`src/rtl/core/color_match_centroid_unit_defines.svh`:
```
// Assertion macros for the color match centroid unit.
// Define NO_ASSERTIONS to compile them away.
`ifndef COLOR_MATCH_CENTROID_UNIT_DEFINES_SVH
`define COLOR_MATCH_CENTROID_UNIT_DEFINES_SVH
`ifndef NO_ASSERTIONS
`define CMC_ASSERT_IMP(label, clk, rst, ante, cons) \
   label: assert property (@(posedge clk) disable iff (rst) (ante) |-> (cons)) \
      else $error("cmc: same-cycle check failed");
`define CMC_ASSERT_NXT(label, clk, rst, ante, cons) \
   label: assert property (@(posedge clk) disable iff (rst) (ante) |=> (cons)) \
      else $error("cmc: next-cycle check failed");
`else
`define CMC_ASSERT_IMP(label, clk, rst, ante, cons)
`define CMC_ASSERT_NXT(label, clk, rst, ante, cons)
`endif
`endif

```
`src/rtl/core/cmc_pkg.sv`:
```
// Shared widths, codes and command/status types of the color match centroid unit.
// No dependencies.
`default_nettype none
package cmc_pkg;
   localparam int PixW     = 8;
   localparam int ColW     = 10;
   localparam int RowW     = 10;
   localparam int SumW     = 30;
   localparam int CntW     = 21;
   localparam int DistW    = 18;
   localparam int LineW    = 11;
   localparam int DivSteps = 10;
   localparam int StepW    = $clog2(DivSteps);
   localparam int CsrIdxW  = 3;
   localparam int CsrDataW = 18;
   localparam int ReqDataW = 24;
   localparam int ReqUserW = 1;
   localparam int RspDataW = 48;
   localparam int RspUserW = 2;

   localparam logic [LineW-1:0] MaxWidth       = 11'd1024;
   localparam logic [LineW-1:0] LineWidthReset = 11'd640;
   localparam logic [DistW-1:0] DistLimitReset = 18'd400;

   typedef enum logic [CsrIdxW-1:0] {
      CSR_REF_BLUE   = 3'd0,
      CSR_REF_GREEN  = 3'd1,
      CSR_REF_RED    = 3'd2,
      CSR_DIST_LIMIT = 3'd3,
      CSR_LINE_WIDTH = 3'd4
   } csr_index_type;

   typedef enum logic [1:0] {
      ST_IDLE,
      ST_EVAL,
      ST_DIVIDE
   } state_type;

   typedef struct packed {
      logic capture;
      logic eval;
      logic div_start;
      logic load_centroid;
   } cmd_type;

   typedef struct packed {
      logic frame_end;
      logic count_zero;
      logic div_done;
   } status_type;

   function automatic logic [2*PixW-1:0] sq_diff(input logic [PixW-1:0] a,
                                                input logic [PixW-1:0] b);
      logic [PixW-1:0]   d;
      logic [2*PixW-1:0] dx;
      d  = (a > b) ? (a - b) : (b - a);
      dx = {{PixW{1'b0}}, d};
      return dx * dx;
   endfunction
endpackage
`default_nettype wire

```
`src/rtl/core/cmc_ctrl.sv`:
```
// Controller state machine: sequences capture, evaluation and centroid division.
// Depends on cmc_pkg.
`default_nettype none
module cmc_ctrl (
   input  logic                 clock,
   input  logic                 reset,
   input  logic                 req_tvalid,
   output logic                 req_tready,
   output logic                 rsp_tvalid,
   input  logic                 rsp_tready,
   input  cmc_pkg::status_type  status,
   output cmc_pkg::cmd_type     cmd
);
   import cmc_pkg::*;

   state_type state_ff, state_in;
   logic      out_valid_ff, out_valid_in;
   logic      ready;
   logic      need_div;

   assign need_div = status.frame_end && !status.count_zero;

   always_comb begin
      state_in = state_ff;
      case (state_ff)
         ST_IDLE: begin
            if (req_tvalid && ready) state_in = ST_EVAL;
         end
         ST_EVAL: begin
            state_in = need_div ? ST_DIVIDE : ST_IDLE;
         end
         ST_DIVIDE: begin
            if (status.div_done) state_in = ST_IDLE;
         end
         default: state_in = ST_IDLE;
      endcase
   end

   always_comb begin
      ready             = (state_ff == ST_IDLE) && (!out_valid_ff || rsp_tready);
      cmd.capture       = ready && req_tvalid;
      cmd.eval          = (state_ff == ST_EVAL);
      cmd.div_start     = (state_ff == ST_EVAL) && need_div;
      cmd.load_centroid = (state_ff == ST_DIVIDE) && status.div_done;
      if ((cmd.eval && !need_div) || cmd.load_centroid) begin
         out_valid_in = 1'b1;
      end else if (rsp_tready) begin
         out_valid_in = 1'b0;
      end else begin
         out_valid_in = out_valid_ff;
      end
   end

   always_ff @(posedge clock) begin
      if (reset) begin
         state_ff     <= ST_IDLE;
         out_valid_ff <= 1'b0;
      end else begin
         state_ff     <= state_in;
         out_valid_ff <= out_valid_in;
      end
   end

   assign req_tready = ready;
   assign rsp_tvalid = out_valid_ff;
endmodule
`default_nettype wire

```
`src/rtl/core/cmc_div.sv`:
```
// Iterative divider: both coordinate sums by the match count, one quotient bit a cycle.
// Depends on cmc_pkg.
`default_nettype none
module cmc_div (
   input  logic                       clock,
   input  logic                       reset,
   input  logic                       start,
   input  logic [cmc_pkg::CntW-1:0]   divisor,
   input  logic [cmc_pkg::SumW-1:0]   dvd_col,
   input  logic [cmc_pkg::SumW-1:0]   dvd_row,
   output logic                       done,
   output logic [cmc_pkg::ColW-1:0]   q_col,
   output logic [cmc_pkg::RowW-1:0]   q_row
);
   import cmc_pkg::*;

   logic             busy_ff, busy_in;
   logic [StepW-1:0] step_ff, step_in;
   logic             done_ff, done_in;
   logic [SumW-1:0]  rem_col_ff, rem_col_in;
   logic [SumW-1:0]  rem_row_ff, rem_row_in;
   logic [SumW-1:0]  dsh_ff, dsh_in;
   logic [ColW-1:0]  q_col_ff, q_col_in;
   logic [RowW-1:0]  q_row_ff, q_row_in;
   logic             ge_col, ge_row, last_step;

   assign ge_col    = rem_col_ff >= dsh_ff;
   assign ge_row    = rem_row_ff >= dsh_ff;
   assign last_step = (step_ff == StepW'(DivSteps - 1));

   always_comb begin
      busy_in    = busy_ff;
      step_in    = step_ff;
      done_in    = 1'b0;
      rem_col_in = rem_col_ff;
      rem_row_in = rem_row_ff;
      dsh_in     = dsh_ff;
      q_col_in   = q_col_ff;
      q_row_in   = q_row_ff;
      if (start) begin
         busy_in    = 1'b1;
         step_in    = '0;
         rem_col_in = dvd_col;
         rem_row_in = dvd_row;
         dsh_in     = SumW'({divisor, {(DivSteps-1){1'b0}}});
      end else if (busy_ff) begin
         rem_col_in = ge_col ? (rem_col_ff - dsh_ff) : rem_col_ff;
         rem_row_in = ge_row ? (rem_row_ff - dsh_ff) : rem_row_ff;
         q_col_in   = {q_col_ff[ColW-2:0], ge_col};
         q_row_in   = {q_row_ff[RowW-2:0], ge_row};
         dsh_in     = dsh_ff >> 1;
         step_in    = step_ff + 1'b1;
         if (last_step) begin
            busy_in = 1'b0;
            done_in = 1'b1;
         end
      end
   end

   always_ff @(posedge clock) begin
      if (reset) begin
         busy_ff <= 1'b0;
         step_ff <= '0;
         done_ff <= 1'b0;
      end else begin
         busy_ff <= busy_in;
         step_ff <= step_in;
         done_ff <= done_in;
      end
   end

   always_ff @(posedge clock) begin
      rem_col_ff <= rem_col_in;
      rem_row_ff <= rem_row_in;
      dsh_ff     <= dsh_in;
      q_col_ff   <= q_col_in;
      q_row_ff   <= q_row_in;
   end

   assign done  = done_ff;
   assign q_col = q_col_ff;
   assign q_row = q_row_ff;
endmodule
`default_nettype wire

```
`src/rtl/core/cmc_datapath.sv`:
```
// Datapath: configuration registers, color distance test, position counters,
// running sums and result register. Depends on cmc_pkg and cmc_div.
`default_nettype none
module cmc_datapath (
   input  logic                          clock,
   input  logic                          reset,
   input  logic                          csr_valid,
   input  logic [cmc_pkg::CsrIdxW-1:0]   csr_index,
   input  logic [cmc_pkg::CsrDataW-1:0]  csr_data,
   input  logic [cmc_pkg::ReqDataW-1:0]  req_tdata,
   input  logic [cmc_pkg::ReqUserW-1:0]  req_tuser,
   input  logic                          req_tlast,
   output logic [cmc_pkg::RspDataW-1:0]  rsp_tdata,
   output logic [cmc_pkg::RspUserW-1:0]  rsp_tuser,
   output logic                          rsp_tlast,
   input  cmc_pkg::cmd_type              cmd,
   output cmc_pkg::status_type           status
);
   import cmc_pkg::*;

   logic [PixW-1:0]  ref_blue_ff, ref_green_ff, ref_red_ff;
   logic [DistW-1:0] dist_limit_ff;
   logic [LineW-1:0] line_width_ff;

   logic [PixW-1:0]  pix_blue_ff, pix_green_ff, pix_red_ff;
   logic             start_ff, end_ff;

   logic [ColW-1:0]  col_ff, col_in;
   logic [RowW-1:0]  row_ff, row_in;
   logic [SumW-1:0]  sum_col_ff, sum_col_in;
   logic [SumW-1:0]  sum_row_ff, sum_row_in;
   logic [CntW-1:0]  cnt_ff, cnt_in;

   logic [PixW-1:0]  out_blue_ff, out_green_ff, out_red_ff;
   logic             match_ff, last_ff, found_ff;
   logic [ColW-1:0]  cen_col_ff;
   logic [RowW-1:0]  cen_row_ff;

   logic [LineW-1:0] w_eff;
   logic [ColW-1:0]  col_start, col_cur;
   logic [RowW-1:0]  row_cur;
   logic [LineW-1:0] col_inc;
   logic [DistW-1:0] dist_sq;
   logic             match, take;
   logic [SumW-1:0]  sum_col_new, sum_row_new;
   logic [CntW-1:0]  cnt_new;
   logic             div_done;
   logic [ColW-1:0]  q_col;
   logic [RowW-1:0]  q_row;

   always_ff @(posedge clock) begin
      if (reset) begin
         ref_blue_ff   <= '0;
         ref_green_ff  <= '0;
         ref_red_ff    <= '0;
         dist_limit_ff <= DistLimitReset;
         line_width_ff <= LineWidthReset;
      end else if (csr_valid) begin
         case (csr_index_type'(csr_index))
            CSR_REF_BLUE:   ref_blue_ff   <= csr_data[PixW-1:0];
            CSR_REF_GREEN:  ref_green_ff  <= csr_data[PixW-1:0];
            CSR_REF_RED:    ref_red_ff    <= csr_data[PixW-1:0];
            CSR_DIST_LIMIT: dist_limit_ff <= csr_data[DistW-1:0];
            CSR_LINE_WIDTH: line_width_ff <= csr_data[LineW-1:0];
            default: ;
         endcase
      end
   end

   always_ff @(posedge clock) begin
      if (cmd.capture) begin
         pix_blue_ff  <= req_tdata[PixW-1:0];
         pix_green_ff <= req_tdata[2*PixW-1:PixW];
         pix_red_ff   <= req_tdata[3*PixW-1:2*PixW];
         start_ff     <= req_tuser[0];
         end_ff       <= req_tlast;
      end
   end

   always_comb begin
      w_eff = ((line_width_ff == '0) || (line_width_ff > MaxWidth)) ? MaxWidth
                                                                    : line_width_ff;
      col_start = start_ff ? '0 : col_ff;
      col_cur   = ({1'b0, col_start} >= w_eff) ? '0 : col_start;
      row_cur   = start_ff ? '0 : row_ff;

      dist_sq = DistW'(sq_diff(pix_blue_ff, ref_blue_ff))
              + DistW'(sq_diff(pix_green_ff, ref_green_ff))
              + DistW'(sq_diff(pix_red_ff, ref_red_ff));
      match = dist_sq < dist_limit_ff;
      take  = match && !cnt_ff[CntW-1];

      cnt_new     = take ? (cnt_ff + 1'b1) : cnt_ff;
      sum_col_new = take ? (sum_col_ff + SumW'(col_cur)) : sum_col_ff;
      sum_row_new = take ? (sum_row_ff + SumW'(row_cur)) : sum_row_ff;

      col_inc = {1'b0, col_cur} + 1'b1;
      if (col_inc >= w_eff) begin
         col_in = '0;
         row_in = row_cur + 1'b1;
      end else begin
         col_in = col_inc[ColW-1:0];
         row_in = row_cur;
      end

      if (end_ff) begin
         cnt_in     = '0;
         sum_col_in = '0;
         sum_row_in = '0;
      end else begin
         cnt_in     = cnt_new;
         sum_col_in = sum_col_new;
         sum_row_in = sum_row_new;
      end
   end

   always_ff @(posedge clock) begin
      if (reset) begin
         col_ff     <= '0;
         row_ff     <= '0;
         sum_col_ff <= '0;
         sum_row_ff <= '0;
         cnt_ff     <= '0;
      end else if (cmd.eval) begin
         col_ff     <= col_in;
         row_ff     <= row_in;
         sum_col_ff <= sum_col_in;
         sum_row_ff <= sum_row_in;
         cnt_ff     <= cnt_in;
      end
   end

   cmc_div u_div (
      .clock   (clock),
      .reset   (reset),
      .start   (cmd.div_start),
      .divisor (cnt_new),
      .dvd_col (sum_col_new),
      .dvd_row (sum_row_new),
      .done    (div_done),
      .q_col   (q_col),
      .q_row   (q_row)
   );

   always_ff @(posedge clock) begin
      if (cmd.eval) begin
         out_blue_ff  <= match ? ref_blue_ff  : pix_blue_ff;
         out_green_ff <= match ? ref_green_ff : pix_green_ff;
         out_red_ff   <= match ? ref_red_ff   : pix_red_ff;
         match_ff     <= match;
         last_ff      <= end_ff;
         found_ff     <= 1'b0;
         cen_col_ff   <= '0;
         cen_row_ff   <= '0;
      end else if (cmd.load_centroid) begin
         found_ff     <= 1'b1;
         cen_col_ff   <= q_col;
         cen_row_ff   <= q_row;
      end
   end

   assign status.frame_end  = end_ff;
   assign status.count_zero = (cnt_new == '0);
   assign status.div_done   = div_done;

   assign rsp_tdata = {{(RspDataW-3*PixW-ColW-RowW){1'b0}},
                       cen_row_ff, cen_col_ff, out_red_ff, out_green_ff, out_blue_ff};
   assign rsp_tuser = {found_ff, match_ff};
   assign rsp_tlast = last_ff;
endmodule
`default_nettype wire

```
`src/rtl/core/color_match_centroid_unit.sv`:
```
// Color match centroid unit: top level, controller plus datapath.
// A result word is registered once its pixel has been accepted and evaluated; a frame-end
// pixel with matches first waits for the 10-step shared centroid divider to finish.
// A new pixel is accepted only in idle, once the last result word has been or is being taken.
// Reset is synchronous: configuration registers return to defaults, state, counters and sums clear.
`default_nettype none
`include "color_match_centroid_unit_defines.svh"
module color_match_centroid_unit (
   input  logic                          clock,
   input  logic                          reset,
   input  logic                          csr_valid,
   output logic                          csr_ready,
   input  logic [cmc_pkg::CsrIdxW-1:0]   csr_index,
   input  logic [cmc_pkg::CsrDataW-1:0]  csr_data,
   input  logic                          req_tvalid,
   output logic                          req_tready,
   input  logic [cmc_pkg::ReqDataW-1:0]  req_tdata,  // pix_blue, pix_green, pix_red
   input  logic [cmc_pkg::ReqUserW-1:0]  req_tuser,  // frame_start
   input  logic                          req_tlast,  // frame_end
   output logic                          rsp_tvalid,
   input  logic                          rsp_tready,
   // out_blue, out_green, out_red, centroid_col, centroid_row, zero pad
   output logic [cmc_pkg::RspDataW-1:0]  rsp_tdata,
   output logic [cmc_pkg::RspUserW-1:0]  rsp_tuser,  // is_match, centroid_found
   output logic                          rsp_tlast   // centroid_ready
);
   import cmc_pkg::*;

   cmd_type    cmd;
   status_type status;

   assign csr_ready = 1'b1;

   cmc_ctrl u_ctrl (
      .clock      (clock),
      .reset      (reset),
      .req_tvalid (req_tvalid),
      .req_tready (req_tready),
      .rsp_tvalid (rsp_tvalid),
      .rsp_tready (rsp_tready),
      .status     (status),
      .cmd        (cmd)
   );

   cmc_datapath u_datapath (
      .clock     (clock),
      .reset     (reset),
      .csr_valid (csr_valid),
      .csr_index (csr_index),
      .csr_data  (csr_data),
      .req_tdata (req_tdata),
      .req_tuser (req_tuser),
      .req_tlast (req_tlast),
      .rsp_tdata (rsp_tdata),
      .rsp_tuser (rsp_tuser),
      .rsp_tlast (rsp_tlast),
      .cmd       (cmd),
      .status    (status)
   );

   `CMC_ASSERT_NXT(a_one_at_a_time, clock, reset, req_tvalid && req_tready, !req_tready)
   `CMC_ASSERT_IMP(a_div_out_free, clock, reset, status.div_done, !rsp_tvalid)
   `CMC_ASSERT_IMP(a_found_on_last, clock, reset, rsp_tvalid && rsp_tuser[1], rsp_tlast)
endmodule
`default_nettype wire

```
`config.mk`:
```
export PLATFORM = sky130hd
export DESIGN_NAME = color_match_centroid_unit
export DESIGN_NICKNAME = d
export VERILOG_FILES = /design/src/rtl/core/cmc_pkg.sv /design/src/rtl/core/cmc_ctrl.sv /design/src/rtl/core/cmc_div.sv /design/src/rtl/core/cmc_datapath.sv /design/src/rtl/core/color_match_centroid_unit.sv
export VERILOG_INCLUDE_DIRS = /design/src /design/src/rtl/core
export SDC_FILE = /design/constraint.sdc
export NUM_CORES = 1
export LEC_CHECK = 0
export BUFFER_PORTS_ARGS = -buffer_cell sky130_fd_sc_hd__buf_2
export CORE_MARGIN = 8
export CORE_UTILIZATION = 45
export CTS_CLUSTER_SIZE = 28
export DETAILED_ROUTE_END_ITERATION = 6
export PLACE_DENSITY = 0.62
export SLEW_MARGIN = 10
export SYNTH_ARGS = -nofsm -noshare
export SYNTH_HDL_FRONTEND = slang
export SYNTH_SLANG_ARGS = --single-unit
```
`constraint.sdc`:
```
create_clock -name clock -period 26.8 [get_ports clock]
set_clock_uncertainty 0.05 [all_clocks]
set_input_delay 5.36 -clock clock [delete_from_list [all_inputs] [get_ports clock]]
set_output_delay 5.36 -clock clock [all_outputs]
set_load 0.05 [all_outputs]
```
==> results of run 1 <==
-- worst reg2reg max path, delay by kind of cell, from the launching register on --
family / cells / cell delay (ns)
AOI/OAI and AO/OA: 14 / 4.01
and+or+nand+nor: 7 / 2.43
muxes: 1 / 0.43
xor gates and xnor gates: 4 / 1.44
adders and majority gates: 14 / 6.10
buffers and inverters: 11 / 2.40
DFF: 1 / 0.40
-- metal layers --
layer / vias up / track usage
met3: 142 / 0.0273
met2: 529 / 0.352
met1: 10800 / 0.256
li1: 11100 / -
met4: 2 / 0.0818
met5: - / 0
-- final cells by class --
class	count	area share
Tap cell	837	0.0343
Clock buffer	62	0.0410
Timing Repair Buffer	120	0.0214
Multi-Input combinational cell	2386	0.581
Inverter	330	0.0406
Clock inverter	15	0.00439
Sequential cell	346	0.277
Antenna cell	1	0.0000820
-- synth_stat cells, types with 12 or more instances --
| cell type | number | area [µm²] |
|---|---|---|
| buf_4 | 17 | 128 |
| and2_1 | 31 | 194 |
| ha_1 | 262 | 3280 |
| a22oi_1 | 23 | 173 |
| nor4_1 | 21 | 131 |
| o21ai_0 | 162 | 811 |
| nand3b_1 | 13 | 97.6 |
| o211ai_1 | 16 | 120 |
| and3_1 | 36 | 225 |
| dfxtp_1 | 193 | 3860 |
| nor3_1 | 55 | 275 |
| xnor2_1 | 100 | 876 |
| o21a_1 | 27 | 203 |
| a21o_1 | 46 | 345 |
| nand2b_1 | 42 | 263 |
| nand3_1 | 66 | 330 |
| edfxtp_1 | 153 | 4590 |
| nand2_1 | 322 | 1210 |
| clkbuf_1 | 109 | 409 |
| nand4_1 | 28 | 175 |
| inv_1 | 328 | 1230 |
| a21oi_1 | 261 | 1310 |
| fa_1 | 127 | 2540 |
| or2_2 | 12 | 75.1 |
| xor2_1 | 94 | 823 |
| nor2b_1 | 42 | 263 |
| or3_1 | 42 | 263 |
| a211oi_1 | 17 | 128 |
| nor2_1 | 251 | 942 |
| a31oi_1 | 16 | 100 |
| mux2i_1 | 121 | 1210 |
-- placed cells by master (no fill, tap or decap), drive strengths merged, types with 46 or more instances in the layout --
cell and count:
xnor2 101, buf 120, fa 127, clkbuf 62, inv 334, edfxtp 153, dfxtp 193, ha 262
o21ai 166, nand3 67, xor2 94, nor3 56, a21o 46, a21oi 261, mux2i 121, nor2 251
nand2 322
-- sequential cells by signal, summed over array words and instances (netlist names), 10 cells and up --
register and count:
u_datapath.u_div.rem_col_ff 30, u_datapath.cen_row_ff 10, u_datapath.row_ff 10, u_datapath.u_div.q_row 10, u_datapath.u_div.dsh_ff 30, u_datapath.sum_row_ff 30
u_datapath.dist_limit_ff 18, u_datapath.cen_col_ff 10, u_datapath.col_ff 10, u_datapath.line_width_ff 11, u_datapath.u_div.q_col 10, u_datapath.u_div.rem_row_ff 30
u_datapath.cnt_ff 21, u_datapath.sum_col_ff 30
-- kinds of logic after synthesis --
kind of cell,count (synthesis),synth area share
mux,130,0.0468
buf+inv,481,0.0679
compound gates,670,0.144
other cells,2,0.000268
fa+ha+maj,389,0.208
simple gates,997,0.170
flops,346,0.302
xor+xnor,195,0.0612
-- worst min path at each step --
stage | from | endpoint | depth (start not counted)
final | u_datapath.u_div.q_col[0] | u_datapath.u_div.q_col[1] | 0
after CTS | u_datapath.u_div.q_col[0] | u_datapath.u_div.q_col[1] | 0
after global placement | u_datapath.u_div.q_col[6] | u_datapath.u_div.q_col[7] | 0
after detailed placement | u_datapath.u_div.q_row[6] | u_datapath.u_div.q_row[7] | 0
after floorplan | u_datapath.end_ff | u_datapath.rsp_tlast | 0
after global routing | u_datapath.u_div.q_col[0] | u_datapath.u_div.q_col[1] | 0
-- stage by stage --
step                      area, µm²  hold WS, ns  cells  setup WS [ns]
after global routing          30500        0.389   4096           7.77
final                         30500        0.388   4097           9.07
after global placement        29100        0.385   4019           9.62
after CTS                     30500        0.391   4096           9.00
after detailed placement      29100        0.387   4019           9.13
after floorplan               28000        0.374   3213          13.24
==> results_dict.tcl, run 1 <==
set metrics [dict create \
    status "finished, violations left" \
    violations "DRC" \
    post-route-drc-count 1 \
    ys_async_sr_fraction 0 \
    crit_family "adder cells" \
    firstDrtPassIters 7 \
    cp.depth 51 \
    top_layer "met5" \
    ctsHtreeMaxLevel 2 \
    wl_per_cell_um 17.8 \
    drv_cap 0 \
    final_nets 3667 \
    cpMostUsedCell "fa_1" \
    avgSynthCellArea_um2 8.73 \
    crit_start "u_datapath.pix_green_ff[0]" \
    grt_first_pass_wirelength_mm 118 \
    vias 22500 \
    wl_mm 73.1 \
    syn_inst 3210 \
    worstSetupPathType "flip-flop to flip-flop" \
    placement.io_buffers 100 \
    r2r-end "u_datapath.u_div.dsh_ff[29]" \
    synth_edf_count 153 \
    ys_seq_area_frac 0.302 \
    cts_resized 0 \
    design.core.area_um2 61700 \
    ys_warn_count 0 \
    cts-buffers-inserted 42 \
    grt_max_degree 105 \
    critPathCaptureType "flip-flop" \
    worstReg2RegStart "u_datapath.pix_green_ff[0]" \
    overflow 0 \
    cts_tree "yes" \
    worstPathArrival_ns 17.77 \
    grt_use_total 0.204 \
    cp_max_fo 66 \
    grt_pass1_vias 22500 \
    ant_nets 0 \
    fin_util 0.494 \
    die_h_um 266 \
    drt-met1-wl_mm 31.9 \
    place.gp.congestion 0.922 \
    cpPeakStageDelay_ns 0.89 \
    clk_pin_slew_ns 0.06 \
    placementRows 91 \
    dr.first_iter.drc_count 1519 \
    fmax_mhz 56.4 \
    synth-seq-cells 346 \
    die-area_um2 70600 \
    finalSetupTns_ns 0 \
    slew_viol_final 0 \
    hold_buffers 0 \
    dr_wl_met2_mm 35.3 \
    rsz0062_at_grt "no" \
    nFillCells 5861 \
    yosys_most_used_dff "dfxtp_1" \
    clockBufferDepth 3 \
    cts_num_sinks 346 \
    syn-cell-area_um2 28000 \
    setup_violations 0 \
    cp-start-kind "flip-flop" \
    drive_gt1_frac 0.0703 \
    root_buffer "clkbuf_16" \
    antenna_found_initial 2 \
    multi_input_area_um2 17700 \
    crit_buf_inv 11 \
    cts_setup_buffers 0 \
    clock_latency_ns 0.57 \
    seq_area_um2 8460 \
    worst_slew_pin_slew_ns 1.16 \
    wl_met3_mm 3.16 \
    die_w_um 266 \
    io_pins 106 \
    period_share 0.662 \
    cp.required_ns 26.84 \
    r2r_cells 51 \
    layout_min_cycle_time_ns 17.73 \
    r2r_slack_ns 9.07 \
    slew_headroom 0.226 \
    synth.distinct_cells 87 \
    slowest_stage "buf_4" \
    min_path_type "flip-flop to flip-flop" \
    finalHoldViolCount 0 \
    syn2layout_area_growth_pct 8.80 \
    cp-endpoint "u_datapath.u_div.dsh_ff[29]" \
    vias_per_cell 5.49 \
    hpwl_mm 55.1 \
    initial_core_util 0.454 \
]
Power of run 1 is not shown: default switching activity piles up to over one toggle a cycle in this logic, so the estimate is an artifact.
==> inputs of run 2 (changes only) <==
Clock period 26.8 ns to 18.1 ns, I/O delays scaled along.
==> run 2 against run 1 <==
Against the previous run:
- the flow now finishes without violations
- fmax increased by 7.2%
- critical path depth decreased by 1
- wire length decreased by 0.17%
- die area unchanged
- global-route usage about the same
- sequential share of layout area about the same
- first-iteration DRC count increased by 3.5%
- core utilization about the same
- worst hold slack improved by 0.016 ns
==> results_dict.tcl, run 2 (synthesis gave the netlist of run 1 again) <==
set metrics [dict create \
    place.gp.congestion 0.919 \
    drive_gt1_frac 0.0706 \
    cp-start-kind "flip-flop" \
    wl_per_cell_um 17.8 \
    slew_headroom 0.247 \
    diodes 0 \
    io_pins 106 \
    initial_core_util 0.454 \
    antenna_found_initial 0 \
    grt_use_total 0.204 \
    final_nets 3667 \
    cts_resized 0 \
    die_h_um 266 \
    vias_per_cell 5.51 \
    placementRows 91 \
    critPathCaptureType "flip-flop" \
    cp.required_ns 18.14 \
    worst_slew_pin_slew_ns 1.13 \
    cts_setup_buffers 0 \
    period_share 0.914 \
    clockBufferDepth 3 \
    clk_pin_slew_ns 0.06 \
    ctsHtreeMaxLevel 2 \
    rsz0062_at_grt "no" \
    cpPeakStageDelay_ns 0.70 \
    design.core.area_um2 61700 \
    grt_max_degree 99 \
    worstPathArrival_ns 16.58 \
    overflow 0 \
    layout_commonest_cell "inv_1" \
    finalSetupTns_ns 0 \
    vias 22600 \
    die_w_um 266 \
    layout_min_cycle_time_ns 16.54 \
    post-route-drc-count 0 \
    hold_buffers 0 \
    dr.first_iter.drc_count 1572 \
    finalHoldViolCount 0 \
    syn2layout_area_growth_pct 8.81 \
    setup_violations 0 \
    die-area_um2 70600 \
    drv_cap 0 \
    hpwl_mm 55.5 \
    fmax_mhz 60.5 \
    worstSetupPathType "flip-flop to flip-flop" \
    cts_tree "yes" \
    min_path_type "flip-flop to flip-flop" \
    firstDrtPassIters 5 \
    placement.io_buffers 100 \
    slowest_stage "nand2b_1" \
    ant_nets 0 \
    cp_max_fo 59 \
    wl_mm 73.0 \
    cts-buffers-inserted 41 \
    status "completed" \
    cts_num_sinks 346 \
    clock_latency_ns 0.58 \
    slew_viol_final 0 \
    grt_first_pass_wirelength_mm 118 \
    mostFrequentLayoutCells "inv_1, nand2_1, ha_1, a21oi_1, nor2_1" \
    root_buffer "clkbuf_16" \
    cpMostUsedCell "fa_1" \
    grt_pass1_vias 22400 \
    fin_util 0.494 \
]
## run 2: changes by cell type in the layout (fill, tap and decap cells not counted), sizes merged
cell      delta
clkinv       -1
clkinvlp     +2
inv          -2
buf          +1
diode        -1
## run 2: per-stage QoR
step / hold WS [ns] / setup WS, ns / instances / instance area [µm²]
global placement: 0.387 / 1.93 / 4020 / 29100
detailed placement: 0.390 / 1.56 / 4020 / 29100
floorplan: 0.374 / 4.54 / 3213 / 28000
finish: 0.403 / 1.56 / 4096 / 30500
CTS: 0.406 / 1.51 / 4096 / 30500
global route: 0.423 / 0.335 / 4096 / 30500
## run 2: path summary, 6_finish.rpt
check                                      to  slack [ns]  cells after the start                       start
setup / recovery  u_datapath.u_div.dsh_ff[24]        1.56                     50  u_datapath.pix_green_ff[0]
hold / removal       u_datapath.cen_col_ff[7]        0.40                      2    u_datapath.cen_col_ff[7]
setup reg to reg  u_datapath.u_div.dsh_ff[24]        1.56                     50  u_datapath.pix_green_ff[0]
hold reg to reg      u_datapath.cen_col_ff[7]        0.40                      2    u_datapath.cen_col_ff[7]
## run 2: layer usage
layer | track usage | share of wire | vias to the layer above
met3 | 0.0223 | 0.040 | 114
li1 | - | - | 11100
met1 | 0.261 | 0.44 | 10900
met2 | 0.354 | 0.48 | 521
met5 | 0 | 0 | -
met4 | 0.0717 | 0.034 | 0
## run 2: critical path: cells and delay by family, from the launching register on
family | cells | cell delay, ns
adders and majority gates | 14 | 6.11
AOI/OAI and AO/OA | 14 | 3.85
and+or+nand+nor | 7 | 2.25
buffers and inverters | 10 | 1.52
xor gates and xnor gates | 4 | 1.38
muxes | 1 | 0.42
DFF | 1 | 0.40
## run 2: final cells by class
type / instances / area [µm²]
Clock buffer: 62 / 1220
Fill cell: 5977 / 31200
Multi-Input combinational cell: 2386 / 17700
Clock inverter: 14 / 163
Sequential cell: 346 / 8460
Tap cell: 837 / 1050
Timing Repair Buffer: 121 / 661
Inverter: 330 / 1240
Power of run 2 is left out for the same reason.
